$ cat config.mk
export PLATFORM = sky130hd
export DESIGN_NAME = e8q_round_lane
export DESIGN_NICKNAME = d
export VERILOG_FILES = /design/src/rtl/e8q_round_lane.sv
export SDC_FILE = /design/constraint.sdc
export NUM_CORES = 1
export LEC_CHECK = 0
export BUFFER_PORTS_ARGS = -buffer_cell sky130_fd_sc_hd__clkbuf_2
export CAP_MARGIN = 10
export CORE_ASPECT_RATIO = 0.7
export CORE_MARGIN = 2
export CORE_UTILIZATION = 55
export DETAILED_ROUTE_END_ITERATION = 16
export GPL_TIMING_DRIVEN = 1
export MAX_ROUTING_LAYER = met4
export PLACE_DENSITY = 0.85
export SYNTH_ARGS = -nofsm -noshare
export SYNTH_HDL_FRONTEND = slang
export SYNTH_SLANG_ARGS = --single-unit
$ cat constraint.sdc
create_clock -name vclk -period 10.19
set_input_delay 0.5095 -clock vclk [all_inputs]
set_output_delay 0.5095 -clock vclk [all_outputs]
set_load 0.01 [all_outputs]
$ cat src/rtl/e8q_round_lane.sv
// one coordinate lane: round half away from zero and form the residual
module e8q_round_lane #(
  parameter int A_W = 22,
  parameter int Y_W = 13,
  parameter int R_W = 10,
  parameter int SH  = 9
) (
  input  logic signed [A_W-1:0] a,
  output logic signed [Y_W-1:0] y,
  output logic signed [R_W-1:0] d
);

  localparam logic [A_W-1:0] HALF = A_W'(1) << (SH - 1);

  logic [A_W-1:0]        mag;
  logic [A_W-1:0]        rnd;
  logic signed [A_W:0]   y_scaled;
  logic signed [A_W:0]   diff;

  always_comb begin
    mag      = a[A_W-1] ? A_W'(-a) : A_W'(a);
    rnd      = (mag + HALF) >> SH;
    y        = a[A_W-1] ? -Y_W'(rnd) : Y_W'(rnd);
    y_scaled = (A_W + 1)'(y) <<< SH;
    diff     = (A_W + 1)'(a) - y_scaled;
    d        = R_W'(diff);
  end

endmodule

==> out/qor.json <==
{
  "floorplanning": {
    "starting_density_of_the_core_pct": 58.3,
    "core.rowCount": 15,
    "io_pins": 45,
    "design.die.area_mm2": 0.00306,
    "die_span_y_um": 46.9,
    "floorplan.die.width_um": 65.3,
    "coreArea_mm2": 0.00248
  },
  "detailed_routing": {
    "via_per_inst": 6.47,
    "detail_route.first_pass.iterations": 6,
    "routed_wirelength_mm": 3.92,
    "via_count": 1760,
    "drt_iter0_drc": 175,
    "antenna_violating_nets_remaining": 0,
    "route.detailed.wl_per_inst_um": 14.4,
    "route.detailed.drc": 0
  },
  "synth": {
    "syn-instance-count": 219,
    "yosys_warnings": 0,
    "synth_nets": 243,
    "synth_area_mm2": 0.00145,
    "seq_area_frac_synth_pct": 0,
    "syn-mean-instance-area_um2": 6.60,
    "yosysUniqueCellTypes": 50
  },
  "place": {
    "gp_congestion": 0.885,
    "dpl.hpwl_mm": 3.03,
    "placedInstanceArea_mm2": 0.00158,
    "port_buffers": 45
  },
  "critical_path": {
    "crit_path_max_incr_delay_ns": 0.62,
    "cp.buffers_inverters": 2,
    "crit_path_frequent_cell": "sky130_fd_sc_hd__or4_4",
    "crit_family": "simple AND/OR/NAND/NOR gates",
    "critPathArrivalTime_ns": 5.02,
    "timing.critical_path.fanout_max": 14,
    "cp-start-kind": "primary input",
    "critPathSlowestCell": "sky130_fd_sc_hd__a31oi_1",
    "critPathRequiredTime_ns": 9.68,
    "crit_path_category": "in2out",
    "timing.critical_path.cells": "clkbuf_2, or4_4, or3_2, nand2_1, xnor2_1, ha_1, o21ai_0, a31oi_1, a21oi_1, or4_4, or4_4, o41ai_2, xnor2_1, clkbuf_2",
    "end_kind": "primary output"
  },
  "cells_and_area": {
    "num-fill-cells": 249,
    "design.final.nets": 264,
    "flops_and_latches": 0,
    "sequential_cell_area_um2": 0,
    "ratio_of_cells_with_drive_above_1_in_the_final_layout_pct": 23.9,
    "n_antenna_cell": 0,
    "clockBufferCount": 0,
    "multiInputGateArea_mm2": 0.00130,
    "flow.area_growth_from_synthesis_pct": 9.44,
    "stdcell_area_mm2": 0.00158
  },
  "min_path": {
    "timing.hold.worst.class": "in2out"
  },
  "timing": {
    "timing.final.setup_violations": 0,
    "finalCritPeriodShare_pct": 54.3,
    "slew_viol_final": 0,
    "maxClockFrequency_ghz": 0.181,
    "min_period_ns": 5.53,
    "finalHoldViolCount": 0,
    "timing.max_slew.rel_slack_pct": 51.7,
    "fin_tns_setup_ns": 0,
    "tightest_slew_ns": 0.719,
    "hold_ws_ns": 1.24,
    "rsz_0062_raised_after_global_routing": "false"
  },
  "global_route": {
    "wire_length_of_the_first_global_routing_pass_mm": 6.22,
    "first_global_vias": 1319,
    "globalRouteOverflowTotal": 0,
    "grt_max_degree": 33,
    "grt_antenna_before_repair": 0,
    "track_usage_pct": 26.5
  },
  "flow_run": {
    "maxCapViolations": 0
  },
  "pwr": {
    "logic_pwr_share_pct": 100.0,
    "vdd_ir_drop_max_uv": 23.8,
    "share_clk_of_total_power_pct": 0,
    "switching_share_pct": 59.0,
    "cell_int_power_mw": 0.0343,
    "share_seq_of_total_power_pct": 0,
    "power.switching_mw": 0.0493,
    "fin_total_pwr_mw": 0.0836,
    "power.density_cell_area_mw_per_mm2": 52.8,
    "static-leakage-power_nw": 0.593
  },
  "outcome": {
    "result_of_the_run": "complete, no violations"
  },
  "clock_tree": {
    "cts.repair_timing.setup_buffer_count": 0,
    "post_cts_gate_resize_count": 0,
    "post_cts_hold_buffer_count": 0
  }
}
## cells in the mapped netlist (2+ instances only)
cell                        count  area, µm²
sky130_fd_sc_hd__nand2_1       24       90.1
sky130_fd_sc_hd__xnor2_1       22        193
sky130_fd_sc_hd__clkbuf_1      13       48.8
sky130_fd_sc_hd__nand3_1       13       65.1
sky130_fd_sc_hd__nor2_1        13       48.8
sky130_fd_sc_hd__a21oi_1       12       60.1
sky130_fd_sc_hd__o21ai_0       11       55.1
sky130_fd_sc_hd__buf_4          9       67.6
sky130_fd_sc_hd__nand4_1        8       50.1
sky130_fd_sc_hd__nor2b_1        7       43.8
sky130_fd_sc_hd__xor2_1         7       61.3
sky130_fd_sc_hd__nor4_1         5       31.3
sky130_fd_sc_hd__o211ai_1       5       37.5
sky130_fd_sc_hd__or3_1          5       31.3
sky130_fd_sc_hd__or4_4          5       56.3
sky130_fd_sc_hd__buf_1          4       15.0
sky130_fd_sc_hd__nor3_1         4       20.0
sky130_fd_sc_hd__a21o_1         3       22.5
sky130_fd_sc_hd__and2_1         3       18.8
sky130_fd_sc_hd__inv_1          3       11.3
sky130_fd_sc_hd__o211a_1        3       30.0
sky130_fd_sc_hd__o31ai_1        3       22.5
sky130_fd_sc_hd__a211oi_1       2       15.0
sky130_fd_sc_hd__a311oi_1       2       17.5
sky130_fd_sc_hd__a31oi_1        2       12.5
sky130_fd_sc_hd__and4_1         2       17.5
sky130_fd_sc_hd__ha_1           2       25.0
sky130_fd_sc_hd__nand4b_1       2       17.5
sky130_fd_sc_hd__nor3b_1        2       15.0
sky130_fd_sc_hd__o2111ai_1      2       17.5
sky130_fd_sc_hd__or4_1          2       15.0
## kinds of logic (layout without fill, tap and decap cells)
group / count (synthesis) / in the layout / share of synthesized area [%]
adders and majority gates: 2 / 2 / 1.73
AOI/OAI and AO/OA: 55 / 55 / 28.1
buffers and inverters: 29 / 48 / 9.87
muxes: 1 / 1 / 0.693
and+or+nand+nor: 101 / 101 / 39.3
xor gates and xnor gates: 31 / 31 / 20.3
## worst paths after layout
path / startpoint / end / slack, ns / cells past startpoint
worst max-delay path: a[7] / y[10] / 4.66 / 14
worst min-delay path: a[3] / d[3] / 1.24 / 2
## cells in the final DEF (no fill, tap or decap), types with 3 or more instances in the layout
master and instances:
sky130_fd_sc_hd__nor2_1 13, sky130_fd_sc_hd__nor4_1 5, sky130_fd_sc_hd__or3_1 5, sky130_fd_sc_hd__nand4_1 8, sky130_fd_sc_hd__o31ai_1 3, sky130_fd_sc_hd__xnor2_1 22
sky130_fd_sc_hd__or4_4 5, sky130_fd_sc_hd__inv_1 3, sky130_fd_sc_hd__o211ai_1 5, sky130_fd_sc_hd__o211a_1 3, sky130_fd_sc_hd__clkbuf_2 45, sky130_fd_sc_hd__nor2b_1 7
sky130_fd_sc_hd__a21oi_1 12, sky130_fd_sc_hd__xor2_1 7, sky130_fd_sc_hd__and2_1 3, sky130_fd_sc_hd__a21o_1 3, sky130_fd_sc_hd__nand3_1 13, sky130_fd_sc_hd__nor3_1 4
sky130_fd_sc_hd__o21ai_0 11, sky130_fd_sc_hd__nand2_1 24
## cell type report
class / instances / area share [%]
Inverter: 3 / 0.712
Multi-Input combinational cell: 190 / 82.4
Tap cell: 34 / 2.69
Timing Repair Buffer: 45 / 14.2
## per-layer routing
layer  part of all wire (%)  GRT usage [%]  vias to the layer above
met5                      0              -                        -
met4                   0.10          0.417                        0
met3                    9.6           2.16                        2
met2                     43           39.2                      102
met1                     47           41.0                      803
li1                       -              -                      853
## power groups by stage
stage               registers [mW]  logic (mW)  clock network (mW)
floorplan                        0      0.0600                   0
global placement                 0      0.0814                   0
finish                           0      0.0836                   0
global route                     0      0.0913                   0
CTS                              0      0.0828                   0
detailed placement               0      0.0824                   0
## per-stage QoR
step | setup slack, ns | instances | util, %
floorplan | 5.52 | 219 | -
global placement | 4.88 | 272 | 63.8
detailed placement | 4.71 | 272 | 63.8
CTS | 4.72 | 272 | 63.8
global route | 4.38 | 272 | 63.8
finish | 4.66 | 272 | 63.8
(Power assumes the default switching activity.)
