[src/rtl/e8q_pkg.sv]
// shared constants and helpers for the e8 lattice quantiser
package e8q_pkg;

  localparam int DIM   = 8;
  localparam int IDX_W = 3;
  localparam int OUT_W = 14;

  // the two decoder runs: plain integer lattice and the half-shifted one
  localparam int NUM_COSETS   = 2;
  localparam int COSET_INT    = 0;
  localparam int COSET_HALF   = 1;

endpackage

[src/rtl/e8q_parity_fix.sv]
// merge across lanes: on odd sum, step the worst-rounded coordinate toward its input
module e8q_parity_fix #(
  parameter int Y_W = 13,
  parameter int R_W = 10,
  parameter int E_W = 11,
  parameter int SH  = 9
) (
  input  logic signed [Y_W-1:0] y   [e8q_pkg::DIM],
  input  logic signed [R_W-1:0] d   [e8q_pkg::DIM],
  output logic signed [Y_W-1:0] yf  [e8q_pkg::DIM],
  output logic signed [E_W-1:0] e   [e8q_pkg::DIM]
);
  import e8q_pkg::*;

  localparam logic signed [E_W-1:0] ONE = E_W'(1) << SH;

  logic [R_W-2:0]   mag [DIM];
  logic [R_W-2:0]   best_mag;
  logic [IDX_W-1:0] best;
  logic             odd;
  logic             up;

  always_comb begin
    for (int i = 0; i < DIM; i++) begin
      mag[i] = d[i][R_W-1] ? (R_W-1)'(-d[i]) : (R_W-1)'(d[i]);
    end
    odd = 1'b0;
    for (int i = 0; i < DIM; i++) begin
      odd = odd ^ y[i][0];
    end
    // strictly larger error takes over, so the lowest index keeps a tie
    best     = '0;
    best_mag = mag[0];
    for (int i = 1; i < DIM; i++) begin
      if (mag[i] > best_mag) begin
        best_mag = mag[i];
        best     = IDX_W'(i);
      end
    end
    up = !d[best][R_W-1];
    for (int i = 0; i < DIM; i++) begin
      if (odd && best == IDX_W'(i)) begin
        yf[i] = up ? y[i] + Y_W'(1) : y[i] - Y_W'(1);
        e[i]  = up ? E_W'(d[i]) - ONE : E_W'(d[i]) + ONE;
      end else begin
        yf[i] = y[i];
        e[i]  = E_W'(d[i]);
      end
    end
  end

endmodule

[config.mk]
export PLATFORM = sky130hd
export DESIGN_NAME = e8q_parity_fix
export DESIGN_NICKNAME = d
export VERILOG_FILES = /design/src/rtl/e8q_pkg.sv /design/src/rtl/e8q_parity_fix.sv
export SDC_FILE = /design/constraint.sdc
export NUM_CORES = 1
export LEC_CHECK = 0
export ABC_AREA = 1
export BUFFER_PORTS_ARGS = -buffer_cell sky130_fd_sc_hd__buf_2
export CAP_MARGIN = 20
export CORE_MARGIN = 2
export CORE_UTILIZATION = 40
export DETAILED_ROUTE_END_ITERATION = 7
export PLACE_DENSITY = 0.68
export SLEW_MARGIN = 20
export SYNTH_ARGS = -nofsm -noshare
export SYNTH_HDL_FRONTEND = slang
export SYNTH_SLANG_ARGS = --single-unit
export TNS_END_PERCENT = 50
[constraint.sdc]
create_clock -name vclk -period 22.1
set_clock_uncertainty 0.15 [all_clocks]
set_input_delay 3.315 -clock vclk [all_inputs]
set_output_delay 3.315 -clock vclk [all_outputs]
set_load 0.01 [all_outputs]
==> results.sh, run 1 <==
export IMPL_status="completed"
export IMPL_hold_path_class="input port to output port"
export IMPL_post_cts_buffers=0
export IMPL_coreArea_sq_um=23300
export IMPL_seq_area_sq_um=0
export IMPL_fin_ws_ns=2.25
export IMPL_place_ws_ns=2.16
export IMPL_crit_required_ns=18.64
export IMPL_synth_cell_types=48
export IMPL_crit_path_top_delay_cell="nand2_4"
export IMPL_max_freq_ghz=0.0504
export IMPL_layout_commonest_cell="nand2_1"
export IMPL_via_per_inst=4.98
export IMPL_crit_top_cell="nand2_1"
export IMPL_grt_start_max_net_pins=65
export IMPL_ios=376
export IMPL_syn_inst=1520
export IMPL_row_count=56
export IMPL_gp_congestion=0.898
export IMPL_drc_errors=0
export IMPL_post_place_cells=2116
export IMPL_seq_cell_count=0
export IMPL_max_cap_violations=0
export IMPL_antenna_left=0
export IMPL_firstDrtPassIters=5
export IMPL_synth_area_leaders="ha_1 (21%), nand2_1 (16%), xor2_1 (6.8%), inv_1 (6.4%), a21oi_1 (5.8%)"
export IMPL_n_clock_buffer=0
export IMPL_die_h_um=157
export IMPL_cp_end_kind="output port"
export IMPL_drive_above_1_share_pct=27.4
export IMPL_max_slew_margin_rel_pct=55.7
export IMPL_wl_um=29300
export IMPL_min_period_over_period_pct=89.8
export IMPL_path_buf_inv=9
export IMPL_ctsHoldBuffers=0
export IMPL_critPathKind="input port to output port"
export IMPL_antenna_found_initial=4
export IMPL_rsz0062_at_grt="no"
export IMPL_yosysSeqAreaShare_pct=0
export IMPL_wl_per_cell_um=13.9
export IMPL_critPathMaxFanout=64
export IMPL_drt_iter0_markers=393
export IMPL_cp_depth=83
export IMPL_synth_nets=1871
export IMPL_grt_overflow_total=0
export IMPL_cts_resized=0
export IMPL_grt_usage_pct=22.4
export IMPL_yosys_area_top_type="ha_1"
export IMPL_grt_pass1_vias=9631
export IMPL_vias=10547
export IMPL_yosysTopAreaCellShare_pct=21.2
export IMPL_holdPathStages=2
export IMPL_fin_crit_ns=19.85
export IMPL_fin_tns_setup_ns=0
export IMPL_grt_pass1_wl_um=45700
export IMPL_cp_start_kind="input port"
export IMPL_port_buffer_count=376
export IMPL_fin_cells=2117
export IMPL_syn_to_final_growth_pct=16.8
export IMPL_initial_core_util_pct=40.4
export IMPL_finalMaxSlewViolations=0
export IMPL_setup_viol=0
export IMPL_dp_hpwl_um=25600
export IMPL_ys_warn_count=0
export IMPL_die_area_sq_um=24700
export IMPL_tightest_slew_ns=0.661
export IMPL_die_x_um=157
export IMPL_layout_nets=2150
export IMPL_max_stage_delay_ns=0.56
export IMPL_syn_cell_area_sq_um=9400
export IMPL_hold_violations=0
export IMPL_critical_path_top_delay_family="simple AND/OR/NAND/NOR gates"
export IMPL_cp_data_arrival_time_ns=16.38
export IMPL_synth_avg_cell_area_sq_um=6.18
export IMPL_most_common_layout_cells="nand2_1 (395), buf_2 (376), inv_1 (160), ha_1 (159), a21oi_1 (109)"
[cells by family after synthesis]
group | count (synthesis) | synth area share [%]
AOI/OAI and AO/OA | 352 | 21.0
xor gates and xnor gates | 126 | 11.7
adders and majority gates | 167 | 22.9
buffers and inverters | 280 | 14.9
muxes | 3 | 0.320
and+or+nand+nor | 592 | 29.1
[stage by stage]
stage,util [%],cell area (sq um),hold WS [ns]
finish,47.2,11000,6.68
global route,47.2,11000,6.69
CTS,47.2,11000,6.68
detailed placement,47.2,11000,6.68
global placement,47.2,11000,6.68
floorplan,-,9400,6.56
[metal layers]
metal	track usage [%]	wire length (um)
met1	26.6	12300
met2	42.6	14700
met3	3.44	1780
met4	3.59	488
met5	0	35
[path summary, 6_finish.rpt]
kind	startpoint	end	slack (ns)
max	d[70]	yf[76]	2.25
min	d[35]	e[38]	6.68
[final cells by class]
class	instances	area [sq um]
timing repair buffer	377	1900
fill	2505	12300
multi-input combinational	1240	8000
inverter	180	678
antenna	1	2.50
tap	319	399
[Yosys cell counts (all sizes together)]
cell     count
a21boi       6
a21o         6
a21oi      114
a22oi        1
a2bb2oi      2
a31oi        8
and3         1
buf         94
clkbuf       6
fa           8
ha         159
inv        180
mux2i        3
nand2      419
nand3       52
nand3b       4
nand4       18
nor2        72
nor3        13
nor3b        1
o21a         4
o21ai      189
o21bai       8
o22ai        6
o31ai        7
o41ai        1
or2         12
xnor2       53
xor2        73
Power of run 1 is left out: the tool's default activity adds up to more than one toggle a clock period on the data nets, which glitch-free logic cannot reach.
==> run 2: changes to the inputs <==
==> constraint.sdc (replaced) <==
create_clock -name vclk -period 22.9
set_clock_uncertainty 0.15 [all_clocks]
set_input_delay 3.435 -clock vclk [all_inputs]
set_output_delay 3.435 -clock vclk [all_outputs]
set_load 0.01 [all_outputs]
==> run 2 against run 1 <==
Clock-buffer cell count unchanged. Hold slack better by 0.24 ns. Routed wire length rose by 0.69%. Die area unchanged. Final area about the same. Core utilization is essentially flat.
==> results.sh, run 2 (synthesis gave the netlist of run 1 again) <==
export IMPL_fillers=2501
export IMPL_grt_busiest_layer="met2"
export IMPL_cp_depth=88
export IMPL_gp_congestion=0.886
export IMPL_die_area_sq_um=24700
export IMPL_seq_cell_count=0
export IMPL_cts_resized=0
export IMPL_grt_pass1_vias=9769
export IMPL_hp_start="d[26]"
export IMPL_fin_ws_ns=2.59
export IMPL_hold_violations=0
export IMPL_row_count=56
export IMPL_wl_um=29500
export IMPL_layout_nets=2151
export IMPL_vias=10474
export IMPL_drt_iter0_markers=414
export IMPL_place_ws_ns=2.57
export IMPL_met1_usage_pct=26.9
export IMPL_grt_overflow_total=0
export IMPL_met2_usage_pct=43.0
export IMPL_hold_path_class="input port to output port"
export IMPL_drc_errors=0
export IMPL_antenna_left=0
export IMPL_syn_to_final_growth_pct=16.7
export IMPL_dp_hpwl_um=25700
export IMPL_post_cts_buffers=0
export IMPL_firstDrtPassIters=4
export IMPL_crit_required_ns=19.32
export IMPL_max_cap_violations=0
export IMPL_tightest_slew_ns=0.786
export IMPL_path_buf_inv=11
export IMPL_die_x_um=157
export IMPL_ios=376
export IMPL_gr_usage_met3_pct=3.36
export IMPL_crit_path_top_delay_cell="nand2_4"
export IMPL_cp_data_arrival_time_ns=16.72
export IMPL_grt_start_max_net_pins=55
export IMPL_drive_above_1_share_pct=27.4
export IMPL_min_period_over_period_pct=88.7
export IMPL_rsz0062_at_grt="no"
export IMPL_antenna_cells=0
export IMPL_seq_area_sq_um=0
export IMPL_crit_top_cell="nand2_1"
export IMPL_grt_pass1_wl_um=46300
export IMPL_grt_usage_pct=22.6
export IMPL_critPathKind="input port to output port"
export IMPL_coreArea_sq_um=23300
export IMPL_die_h_um=157
export IMPL_cp_start_kind="input port"
export IMPL_max_freq_ghz=0.0492
export IMPL_finalMaxSlewViolations=0
export IMPL_multi_input_area_sq_um=8000
export IMPL_initial_core_util_pct=40.4
export IMPL_wl_per_cell_um=13.9
export IMPL_fin_tns_setup_ns=0
export IMPL_ctsHoldBuffers=0
export IMPL_min_to="e[28]"
export IMPL_most_common_layout_cells="nand2_1 (395), buf_2 (376), inv_1 (160), ha_1 (159), a21oi_1 (109)"
export IMPL_layout_commonest_cell="nand2_1"
export IMPL_n_clock_buffer=0
export IMPL_status="completed"
export IMPL_antenna_found_initial=2
export IMPL_holdPathStages=2
export IMPL_max_stage_delay_ns=0.46
export IMPL_via_per_inst=4.95
export IMPL_cp_end_kind="output port"
export IMPL_max_slew_margin_rel_pct=47.6
export IMPL_setup_viol=0
export IMPL_port_buffer_count=376
export IMPL_critical_path_top_delay_family="simple AND/OR/NAND/NOR gates"
export IMPL_critPathMaxFanout=54
export IMPL_fin_crit_ns=20.31
## run 2: layout make-up
cell class,instances,share of cell area [%]
inverters,180,6.18
multi-input cells,1240,72.9
well taps,319,3.64
repair buffers,378,17.3
## run 2: worst max path at each step
stage	end	from
global route	yf[103]	d[70]
floorplan	yf[25]	d[70]
detailed placement	yf[76]	d[70]
finish	yf[77]	d[70]
CTS	yf[76]	d[70]
global placement	yf[64]	d[70]
## run 2: metal layers
metal,wire (um),vias to the layer above
met2,14700,264
li1,-,5559
met5,24,-
met1,12500,4611
met3,1770,36
met4,592,4
## run 2: stage by stage
| stage | hold WS [ns] | std cells | utilization (%) | area, sq um |
|---|---|---|---|---|
| global placement | 6.92 | 2117 | 47.2 | 11000 |
| floorplan | 6.80 | 1520 | - | 9400 |
| CTS | 6.92 | 2117 | 47.2 | 11000 |
| detailed placement | 6.92 | 2117 | 47.2 | 11000 |
| finish | 6.92 | 2117 | 47.2 | 11000 |
| global route | 6.93 | 2117 | 47.2 | 11000 |
Power of run 2 is left out for the same reason.
